`src/sv/triad_pkg.sv`:
```
// Shared types and constants for the TRIAD attitude block.
package triad_pkg;

  localparam int IN_WIDTH_DEF  = 16;
  localparam int FRAC_BITS_DEF = 14;
  localparam int OUT_W         = 16;
  localparam int NORM_HIGH     = 30;
  localparam int QDEPTH        = 4;

  typedef struct packed {
    logic signed [IN_WIDTH_DEF-1:0] mag_ref_x;
    logic signed [IN_WIDTH_DEF-1:0] mag_ref_y;
    logic signed [IN_WIDTH_DEF-1:0] mag_ref_z;
    logic signed [IN_WIDTH_DEF-1:0] mag_obs_x;
    logic signed [IN_WIDTH_DEF-1:0] mag_obs_y;
    logic signed [IN_WIDTH_DEF-1:0] mag_obs_z;
    logic signed [IN_WIDTH_DEF-1:0] sun_ref_x;
    logic signed [IN_WIDTH_DEF-1:0] sun_ref_y;
    logic signed [IN_WIDTH_DEF-1:0] sun_ref_z;
    logic signed [IN_WIDTH_DEF-1:0] sun_obs_x;
    logic signed [IN_WIDTH_DEF-1:0] sun_obs_y;
    logic signed [IN_WIDTH_DEF-1:0] sun_obs_z;
  } in_item_t;

  typedef struct packed {
    logic signed [OUT_W-1:0] rot_00;
    logic signed [OUT_W-1:0] rot_01;
    logic signed [OUT_W-1:0] rot_02;
    logic signed [OUT_W-1:0] rot_10;
    logic signed [OUT_W-1:0] rot_11;
    logic signed [OUT_W-1:0] rot_12;
    logic signed [OUT_W-1:0] rot_20;
    logic signed [OUT_W-1:0] rot_21;
    logic signed [OUT_W-1:0] rot_22;
    logic                    degenerate;
  } out_item_t;

  // Classified item handed from the front part to the back part.
  typedef struct packed {
    logic signed [2:0][IN_WIDTH_DEF-1:0] mr;
    logic signed [2:0][IN_WIDTH_DEF-1:0] mo;
    logic signed [2:0][2*IN_WIDTH_DEF:0] cr;
    logic signed [2:0][2*IN_WIDTH_DEF:0] co;
    logic                                degenerate;
  } work_t;

endpackage

```
`src/sv/triad_queue.sv`:
```
// Short FIFO between the front and back parts.
module triad_queue #(
  parameter int DEPTH = triad_pkg::QDEPTH
) (
  input  logic             clk,
  input  logic             rst,
  input  logic             wr_valid,
  output logic             wr_ready,
  input  triad_pkg::work_t wr_data,
  output logic             rd_valid,
  input  logic             rd_ready,
  output triad_pkg::work_t rd_data
);

  localparam int AW = (DEPTH > 1) ? $clog2(DEPTH) : 1;

  triad_pkg::work_t mem [DEPTH];
  logic [AW-1:0]    wptr;
  logic [AW-1:0]    rptr;
  logic [AW:0]      count;
  logic             do_wr;
  logic             do_rd;

  assign wr_ready = count != (AW+1)'(DEPTH);
  assign rd_valid = count != '0;
  assign do_wr    = wr_valid && wr_ready;
  assign do_rd    = rd_valid && rd_ready;
  assign rd_data  = mem[rptr];

  always_ff @(posedge clk) begin
    if (rst) begin
      wptr  <= '0;
      rptr  <= '0;
      count <= '0;
    end else begin
      if (do_wr) wptr <= (wptr == AW'(DEPTH - 1)) ? '0 : wptr + 1'b1;
      if (do_rd) rptr <= (rptr == AW'(DEPTH - 1)) ? '0 : rptr + 1'b1;
      count <= count + (AW+1)'(do_wr) - (AW+1)'(do_rd);
    end
  end

  always_ff @(posedge clk) begin
    if (do_wr) mem[wptr] <= wr_data;
  end

endmodule

```
`config.mk`:
```
export PLATFORM = sky130hd
export DESIGN_NAME = triad_queue
export DESIGN_NICKNAME = d
export VERILOG_FILES = /design/src/sv/triad_pkg.sv /design/src/sv/triad_queue.sv
export SDC_FILE = /design/constraint.sdc
export NUM_CORES = 1
export LEC_CHECK = 0
export BUFFER_PORTS_ARGS = -buffer_cell sky130_fd_sc_hd__buf_2
export CAP_MARGIN = 20
export CORE_MARGIN = 1.5
export CORE_UTILIZATION = 50
export CTS_BUF_LIST = sky130_fd_sc_hd__clkbuf_4
export DETAILED_ROUTE_END_ITERATION = 10
export PLACE_DENSITY = 0.71
export SETUP_SLACK_MARGIN = 0.3
export SYNTH_ARGS = -nofsm -noshare
export SYNTH_HDL_FRONTEND = slang
export SYNTH_SLANG_ARGS = --single-unit
export TNS_END_PERCENT = 30
```
`constraint.sdc`:
```
create_clock -name clk -period 16.1 [get_ports clk]
set_input_delay 4.025 -clock clk [delete_from_list [all_inputs] [get_ports clk]]
set_output_delay 4.025 -clock clk [all_outputs]
set_load 0.05 [all_outputs]
```
## Yosys cells after proc, flatten, opt, wreduce, memory -nomap -nowiden

Memories as Yosys holds them, arrays and structs flattened. A register that Yosys moved wholly into a read port is not among the register bits.
Index checks and enable logic that the tools add are counted.

| word-level totals | value |
|---|---|
| memories kept | 1 |
| output and inout bits | 297 |
| logic and storage cells | 20 |
| RAM bits | 1180 |
| bits of input ports | 299 |
| register bits | 7 |

Memories:

| name | depth | bits a word | read ports | clocked after Yosys merged registers in | write ports | line | text |
|---|---|---|---|---|---|---|---|
| mem | 4 | 295 | 1 | 1 | 1 | triad_queue.sv:17 | `triad_pkg::work_t mem [DEPTH];` |

| cells by class | value |
|---|---|
| reduce and logical (&&, ||, !) cells | 3 |
| add/subtract/negate cells | 4 |
| eq/ne operators | 3 |
| multiplexer cells | 6 |

Operators with widths:

| kind | count |
|---|---|
| two-way mux 2 bit | 4 |
| adder 2 x 1 -> 2 bit (second input constant) | 2 |
| equality test 2 bit (second input constant) | 2 |
| adder 3 x 1 -> 3 bit | 1 |
| != test 3 bit (second input constant) | 1 |
| nonzero test 3 bit | 1 |
| subtractor 3 x 1 -> 3 bit | 1 |
| logical AND 1 bit | 2 |
| two-way mux 1 bit | 2 |

## Longest topological paths before layout

Gate-level depths: netlist (run 1).

| logic depth | value |
|---|---|
| depth after elaboration | 4 |
| depth in mapped cells | 11 |
| depth with buffers taken out | 10 |

## Worst setup path after synthesis (run 1)

No wires, ideal clock.

| timing path | value |
|---|---|
| path kind | input port to flip-flop |
| from | in wr_valid |
| to | mem mem[2][0] (netlist bit) (enable) |
| path slack | 8052 ps |
| arrival time | 7519 ps |
| data required time | 15572 ps |
| buffers on the path | 0 |
| stages | 1 |
| setup time | 528 ps |
| path through | and3_2 |

| between the ends | value |
|---|---|
| word-level cells in the longest chain between the ends | 3 |

Ends and longest elaborated chain:

| element | line | text |
|---|---|---|
| start: declaration | triad_queue.sv:7 | `input logic wr_valid,` |
| logical AND 1 bit | triad_queue.sv:26 | `assign do_wr = wr_valid && wr_ready;` |
| two-way mux 1 bit | triad_queue.sv:43 | `if (do_wr) mem[wptr] <= wr_data;` |
| two-way mux 1 bit (implied by the code) | triad_queue.sv:43 |  |
| end: declaration | triad_queue.sv:17 |  |

No other way between the ends.

==> results of run 1 <==
layer usage:
metal / vias to the layer above / global-route usage [%] / wire [um] / part of all wire, %
met1: 10437 / 22.99 / 32050 / 37
met5: - / 0 / 129 / 0.15
met2: 729 / 32.92 / 46140 / 53
met4: 20 / 9.633 / 2563 / 2.9
met3: 165 / 7.304 / 6726 / 7.7
li1: 8963 / - / - / -
flip-flops by register name, summed over array words and instances, names as in the netlist, named ones only:
| signal | cells |
|---|---|
| wptr | 2 |
| rptr | 2 |
| mem | 1180 |
| count | 3 |
per-stage QoR:
step / power (mW) / cells
CTS: 9.038 / 3763
floorplan: 6.065 / 1590
detailed placement: 6.683 / 3281
global route: 9.279 / 3780
global placement: 6.649 / 3281
finish: 8.905 / 3783
logic make-up after synthesis:
group,Yosys count
DFF,1189
muxes,297
buffers and inverters,73
adders and majority gates,8
and+or+nand+nor,18
AOI/OAI and AO/OA,4
xor gates and xnor gates,1
worst register-to-register path: stages, from the launching register on:
cell	delay, ns
dfxtp_1	0.44
or3b_1	0.31
and3_4	0.83
buf_4	0.93
buf_4	0.86
buf_4	0.82
placed cells by master, fill, tap and decap left out, types with 3 or more instances in the layout:
cell type  count
mux4_1        85
buf_4         16
clkbuf_4     416
inv_2          4
and3_4         4
diode_2       19
inv_1          5
ha_1           7
edfxtp_1    1180
buf_2        595
dfxtp_1        7
bufinv_16      3
buf_12         4
clkinv_1      54
mux4_2       210
nor2_1         3
final timing paths:
check                                           from                    end  cells after the start
worst max-delay path                        register           rd_data[216]                      4
worst max register to register   count[1]$_SDFF_PP0_  mem[2][294]$_DFFE_PP_                      5
worst min-delay path            rptr[0]$_SDFFE_PP0N_               register                      2
worst min register to register  rptr[0]$_SDFFE_PP0N_               register                      2
layout make-up:
type | instances | area share, %
sequential | 1189 | 69.78
tap | 1144 | 2.804
timing repair buffer | 616 | 6.280
clock buffer | 416 | 6.118
inverter | 5 | 0.03677
multi-input combinational | 328 | 14.21
clock inverter | 66 | 0.6716
antenna | 19 | 0.09314
where the power goes:
group | switching, mW | internal [mW] | leakage [nW]
clock network | 1.10 | 1.23 | 2.07
registers | 0.0848 | 3.80 | 10.9
logic | 1.95 | 0.748 | 4.46
==> flow_summary.yaml, run 1 <==
status:
  status: "finished, final reports clean"
route:
  final_antenna_net_count: 0
  drtPass1Iterations: 4
  drtIter0Drc: 1098
  avgViaCountPerCell: 5.370
  wl_per_cell_um: 23.16
  wirelength_mm: 87.62
  vias: 20314
  drc_errors: 0
worst_setup_path:
  cp_max_fo: 119
  slowest_stage: "dfxtp_4"
  critPathMaxStageDelay_ns: 0.72
  path_cells: "buf_4 -> buf_12 -> mux4_1 -> buf_2"
  cp-end-kind: "output pin"
  crit_buf_inv: 3
  critPathKind: "reg2out"
  ff2ff_setup_slack_ns: 11.46
  worstPathRequired_ns: 12.07
  crit_arrival_ns: 4.34
  path_delay_family: "buffers and inverters"
  start_kind: "register"
yosys:
  ys_types: 27
  syn_nets: 1897
  seq_area_frac_synth_pct: 82.07
  synth_compound_area_share_pct: 0.07208
  yosys.area_share.xor_xnor_pct: 0.02018
  ys_seq_elements: 1189
  synth_common_cells: "edfxtp_1 (1180), mux4_2 (210), mux4_1 (85), buf_2 (31), buf_6 (26)"
  synth_mux_area_share_pct: 16.09
  synth_area_leaders: "edfxtp_1 (82%), mux4_2 (11%), mux4_1 (5.1%)"
  yosysMostFrequentCell: "edfxtp_1"
  yosysTopAreaCellShare_pct: 81.65
  syn_avg_cell_area_um2: 27.29
  syn_inst: 1590
  yosys.area_share.simple_pct: 0.2508
  mappedNetlistArea_um2: 43400
  synth_enable_flop_cells: 1180
  ys_async_sr_fraction_pct: 0
  synth_top_area_cell: "edfxtp_1"
  yosysWarnings: 0
  synthAdderAreaFrac_pct: 0.2480
  synthFlopType: "edfxtp_1"
  synth_top_family_by_area: "multiplexers"
floorplan:
  die_x_um: 297.6
  die_area_um2: 88570
  start_util_pct: 50.73
  ios: 596
  core-area_um2: 85550
  rows: 107
  die_h_um: 297.6
global_route:
  overflow: 0
  grt_max_degree: 154
  grt_pass1_vias: 21788
  grt_pass1_wl_mm: 130.7
  grt_usage_pct: 19.89
  antenna_found_initial: 29
sta:
  slew_viol_final: 0
  fin_setup_tns_ns: 0
  final.setup.worst_slack_ns: 7.740
  hold_slack_ns: 0.4834
  fin_crit_sh_pct: 51.93
  hold_viol: 0
  max_clock_freq_ghz: 0.1196
  rsz0062_at_grt: "no"
  post-route-min-period_ns: 8.360
  slew_headroom_pct: 26.82
  setup_viol: 0
  fin_skew_ns: 0.1020
  worstMarginPinSlew_ns: 1.098
clock_tree:
  cts_resized: 0
  cts_setup_buffers: 0
  hold_buffers: 0
  clockBufferDepth: 4
  path_clk_slew_ns: 0.06
  cts_buffers: 307
  cts_max_level: 5
  clock_latency_ns: 1.12
  cts_tree: "built"
  cts_sinks: 1189
  root_buffer: "clkbuf_4"
final_layout:
  post-route-util_pct: 59.67
  drive_gt1_share_pct: 48.24
  fillers: 6136
  regArea_um2: 35620
  design_area_um2: 51050
  multi_input_area_um2: 7254
  area_delta_synth_final_pct: 17.63
  num-nets-final: 2754
place:
  place_ws_ns: 8.070
  placed_cell_area_um2: 47500
  dp_hpwl_mm: 52.23
  port_buffers: 595
  gp_congestion: 0.7625
power:
  leakagePower_nw: 17.42
  ir_worst_vdd_uv: 153.2
  p_per_area_nw_per_um2: 174.5
flow_run:
  cap_violations: 0
hold_path:
  hold_class: "reg2reg"
(Power assumes the default switching activity.)
==> run 2, diff against run 1 <==
clock period = 8.65 ns   (was 16.1 ns; I/O delays follow)
==> flow_summary.yaml, run 2 (same netlist as run 1, synthesis figures left out) <==
status:
  status: "finished, final reports clean"
power:
  leakagePower_nw: 17.52
  p_per_area_nw_per_um2: 326.5
  pwr-share-seq_pct: 43.1
  internal_power_mw: 10.86
  pwr-share-clk_pct: 26.8
  p_switching_mw: 5.880
  ir_worst_vdd_uv: 242.3
  sw_frac_of_total_pct: 35.12
  combPwrFrac_pct: 30.1
final_layout:
  layout.cells.non_filler: 3813
  layout_common_cells: "edfxtp_1 (1180), buf_2 (595), clkbuf_4 (424)"
  largest-register: "mem"
  largest_register_ffs: 1180
  drive_gt1_share_pct: 48.54
  final_common_cell: "edfxtp_1"
  area_delta_synth_final_pct: 18.16
  num-nets-final: 2756
  top_regs: "mem x1180, count x3"
worst_setup_path:
  crit_arrival_ns: 3.36
  cp-end-kind: "output pin"
  worstPathRequired_ns: 6.49
  ff2ff_setup_slack_ns: 5.59
  path_cells: "buf_4 -> buf_16 -> mux4_2 -> buf_2"
  start_kind: "register"
  cp_max_fo: 71
  path_delay_family: "buffers and inverters"
  crit_buf_inv: 3
  critPathMaxStageDelay_ns: 0.83
  critPathKind: "reg2out"
  slowest_stage: "dfxtp_4"
place:
  dp_hpwl_mm: 54.23
  port_buffers: 595
  placed_cells: 3279
  place_ws_ns: 3.792
  gp_congestion: 0.7706
clock_tree:
  clockBufferDepth: 4
  root_buffer: "clkbuf_4"
  path_clk_slew_ns: 0.06
  cts_sinks: 1189
  clock_latency_ns: 1.11
  cts_max_level: 5
  cts_buffers: 311
  cts_resized: 0
  cts_tree: "built"
  cts_setup_buffers: 0
  hold_buffers: 0
sta:
  hold_viol: 0
  final.setup.worst_slack_ns: 3.125
  max_clock_freq_ghz: 0.1810
  fin_skew_ns: 0.09913
  slew_viol_final: 0
  worstMarginPinSlew_ns: 1.287
  rsz0062_at_grt: "no"
  setup_viol: 0
  post-route-min-period_ns: 5.525
  fin_crit_sh_pct: 63.87
  slew_headroom_pct: 14.17
  fin_setup_tns_ns: 0
  hold_slack_ns: 0.5130
floorplan:
  die_area_um2: 88570
  start_util_pct: 50.73
  die_h_um: 297.6
  rows: 107
  ios: 596
  die_x_um: 297.6
  core-area_um2: 85550
hold_path:
  hold_class: "reg2reg"
route:
  wirelength_mm: 89.95
  drc_errors: 0
  avgViaCountPerCell: 5.401
  final_antenna_net_count: 0
  drtIter0Drc: 1339
  drtPass1Iterations: 4
  wl_per_cell_um: 23.59
  vias: 20594
global_route:
  grt_pass1_wl_mm: 134.0
  grt_max_degree: 158
  grt_usage_pct: 20.54
  grt_pass1_vias: 21977
  antenna_found_initial: 41
  overflow: 0
flow_run:
  cap_violations: 0
## run 2: changes by cell type in the layout (fill, tap and decap cells not counted)
cell / change
buf_12: +4
buf_4: -6
bufinv_16: +2
clkbuf_4: +8
clkinv_1: +2
clkinv_2: +8
clkinvlp_4: -1
diode_2: +11
inv_2: +2
## run 2: power groups by stage
stage               Sequential [mW]  Clock, mW  Combinational, mW
global route                   7.27       4.95               5.23
floorplan                      7.36          0               3.93
global placement               7.31          0               5.07
detailed placement             7.35          0               5.09
CTS                            7.23       4.65               5.10
finish                         7.22       4.49               5.03
## run 2: cell type report
| type | count | area [um^2] |
|---|---|---|
| Fill cell | 5982 | 34270 |
| Multi-Input combinational cell | 328 | 7254 |
| Timing Repair Buffer | 614 | 3241 |
| Antenna cell | 30 | 75.07 |
| Sequential cell | 1189 | 35620 |
| Inverter | 5 | 18.77 |
| Tap cell | 1144 | 1431 |
| Clock inverter | 79 | 450.4 |
| Clock buffer | 424 | 3183 |
## run 2: worst paths after layout
path                                           start                    end  depth (start not counted)
worst max-delay path                        register           rd_data[287]                          4
worst min-delay path            rptr[0]$_SDFFE_PP0N_               register                          2
worst max register to register   count[1]$_SDFF_PP0_  mem[0][204]$_DFFE_PP_                          3
worst min register to register  rptr[0]$_SDFFE_PP0N_               register                          2
## run 2: metal layers
| layer | wire (um) | vias to the layer above | GRT usage [%] |
|---|---|---|---|
| met3 | 7549 | 212 | 7.661 |
| li1 | - | 8968 | - |
| met5 | 168 | - | 0 |
| met1 | 32370 | 10545 | 23.90 |
| met4 | 2890 | 24 | 10.58 |
| met2 | 46970 | 845 | 33.45 |
## run 2: tightest hold or removal path: cells and delay by family, from the launching register on
kind            cells  cell delay (ns)
compound gates      1             0.10
flops               1             0.32
simple gates        1             0.05
## run 2: through the flow
stage               power, mW  util (%)  instance area, um^2
CTS                     16.98     59.82                51170
finish                  16.74     59.94                51280
global placement        12.38     55.57                47540
global route            17.45     59.91                51260
floorplan               11.29         -                43400
detailed placement      12.44     55.57                47540
==> run 3, diff against run 2 <==
ABC_AREA = 1   (was unset)
clock period = 5.2 ns   (was 8.65 ns; I/O delays follow)
==> flow_summary.yaml, run 3 <==
route:
  avgViaCountPerCell: 5.442
  met1_length_mm: 38.23
  met2_length_mm: 50.16
  wl_per_cell_um: 20.02
  drtIter0Drc: 1836
  dr_wl_met3_mm: 9.634
  drc_errors: 0
  drtPass1Iterations: 5
  topRoutingLayerUsed: "met5"
  vias: 27535
  final_antenna_net_count: 0
  wirelength_mm: 101.3
final_layout:
  largest_register_ffs: 1180
  post-route-util_pct: 59.72
  drive_gt1_share_pct: 28.33
  num-nets-final: 3978
  largest-register: "mem"
  layout_common_cells: "edfxtp_1 (1180), nor2_1 (603), buf_2 (595)"
  area_delta_synth_final_pct: 18.24
  fillers: 6631
  layout.cells.non_filler: 5060
  final_common_cell: "edfxtp_1"
  top_regs: "mem x1180, count x3"
  design_area_um2: 51890
yosys:
  yosysWarnings: 0
  synth_top_area_cell: "edfxtp_1"
  ys_async_sr_fraction_pct: 0
  synth_enable_flop_cells: 1180
  synthAdderAreaFrac_pct: 0.2452
  synth_compound_area_share_pct: 10.96
  syn_nets: 3223
  yosysMostFrequentCell: "edfxtp_1"
  seq_area_frac_synth_pct: 81.16
  syn_inst: 2916
  ys_seq_elements: 1189
  ys_types: 21
  synth_mux_area_share_pct: 0
  yosysTopAreaCellShare_pct: 80.75
  mappedNetlistArea_um2: 43880
  yosys.area_share.xor_xnor_pct: 0.01996
  yosys.area_share.simple_pct: 5.337
  synthFlopType: "edfxtp_1"
  synth_common_cells: "edfxtp_1 (1180), nor2_1 (607), o21ai_0 (590), o22ai_1 (295), clkbuf_1 (106)"
  synth_top_family_by_area: "compound AO/OA/AOI/OAI gates"
  synth_area_leaders: "edfxtp_1 (81%), o21ai_0 (6.7%), nor2_1 (5.2%)"
  syn_avg_cell_area_um2: 15.05
worst_setup_path:
  cp-end-kind: "output pin"
  crit_arrival_ns: 3.29
  r2r_end: "mem[0][46]$_DFFE_PP_"
  ff2ff_setup_slack_ns: 2.71
  reg2reg_from: "count[1]$_SDFF_PP0_"
  start_kind: "register"
  critPathKind: "reg2out"
  rr_worst_depth: 5
  cp_max_fo: 125
  worstPathRequired_ns: 3.90
hold_path:
  worstHoldEndpoint: "mem[2][238]$_DFFE_PP_"
  min-delay-start: "wr_data[238]"
  hold_class: "in2reg"
  hold_depth: 1
place:
  gp_congestion: 0.7729
  port_buffers: 595
  placed_cell_area_um2: 48030
  placed_cells: 4508
  dp_hpwl_mm: 56.29
clock_tree:
  cts_tree: "built"
  clock_latency_ns: 1.13
  clockBufferDepth: 4
  path_clk_slew_ns: 0.06
  cts_buffers: 315
  root_buffer: "clkbuf_4"
  cts_max_level: 5
  cts_sinks: 1189
power:
  pwr-share-seq_pct: 37.8
  p_switching_mw: 13.46
  p_per_area_nw_per_um2: 611.5
  combPwrFrac_pct: 38.1
  pwr-share-clk_pct: 24.1
  internal_power_mw: 18.27
  leakagePower_nw: 18.32
  sw_frac_of_total_pct: 42.42
  ir_worst_vdd_uv: 551.2
floorplan:
  rows: 108
  start_util_pct: 50.51
  core-area_um2: 86890
  ios: 596
  die_x_um: 299.3
  die_h_um: 299.3
  die_area_um2: 89550
sta:
  worstMarginPinSlew_ns: 1.127
  hold_viol: 0
  fin_skew_ns: 0.07115
  setup_viol: 0
  rsz0062_at_grt: "no"
  post-route-min-period_ns: 4.590
  max_clock_freq_ghz: 0.2179
  slew_viol_final: 0
  hold_slack_ns: 0.3772
  slew_headroom_pct: 24.85
  fin_crit_sh_pct: 88.27
global_route:
  grt_pass1_wl_mm: 151.2
  grt_usage_pct: 22.10
  grt_pass1_vias: 26795
  overflow: 0
  antenna_found_initial: 42
  grt_max_degree: 221
status:
  status: "finished, final reports clean"
flow_run:
  cap_violations: 0
## run 3: cells by family (layout without fill, tap and decap cells)
group | after synthesis | count (layout)
flops | 1189 | 1189
compound gates | 887 | 887
simple gates | 621 | 621
buf+inv | 210 | 1170
fa+ha+maj | 8 | 8
xor+xnor | 1 | 1
other cells | 0 | 29
## run 3: how the worst max path moves through the flow
stage	from	end	slack, ns	cells after the start
final	register	rd_data[169]	0.61	4
after global routing	register	rd_data[88]	0.32	5
after CTS	register	rd_data[248]	0.35	5
after detailed placement	register	rd_data[248]	1.64	5
after global placement	register	rd_data[248]	1.68	5
after floorplan	wr_valid	mem[0][0]$_DFFE_PP_	-1.04	2
## run 3: layer usage
| layer | global-route usage, % | up-vias |
|---|---|---|
| li1 | - | 12816 |
| met5 | 0 | - |
| met3 | 8.857 | 217 |
| met1 | 26.26 | 13454 |
| met2 | 35.57 | 1012 |
| met4 | 9.848 | 36 |
## run 3: power by group through the flow
stage | sequential, mW | clock [mW] | combinational (mW)
after floorplan | 12.3 | 0 | 8.86
after global placement | 12.2 | 0 | 12.0
after detailed placement | 12.2 | 0 | 12.1
after CTS | 12.0 | 7.89 | 12.1
after global routing | 12.1 | 8.38 | 12.8
final | 12.0 | 7.65 | 12.1
## run 3: cell type report
type | instances | area, um^2 | share of cell area (%)
clock buffers | 433 | 3251 | 6.265
flip-flops and latches | 1189 | 35620 | 68.65
repair buffers | 634 | 3596 | 6.930
well taps | 1155 | 1445 | 2.785
diodes | 29 | 72.57 | 0.1399
clock inverters | 89 | 501.7 | 0.9669
inverters | 14 | 85.08 | 0.1640
multi-input cells | 1517 | 7316 | 14.10
## run 3: per-stage QoR
| stage | TNS (ns) | setup slack [ns] | power, mW |
|---|---|---|---|
| floorplan | -1205.76 | -1.041 | 21.11 |
| global placement | 0 | 1.685 | 24.15 |
| detailed placement | 0 | 1.637 | 24.28 |
| CTS | 0 | 0.3542 | 32.00 |
| global route | 0 | 0.3209 | 33.21 |
| finish | 0 | 0.6102 | 31.73 |
## run 3: critical path, stage by stage, from the launching register on
cell and delay, ns:
dfxtp_4 0.68, buf_12 0.44, o21ai_0 0.23, o22ai_1 0.29
buf_2 0.32
## run 3: repair_timing
action / CTS / global route
setup endpoints to repair: 0 / 29
resized for setup: 0 / 2
hold buffers: 0 / 0
setup buffers: 0 / 1
hold endpoints to repair: 0 / 0
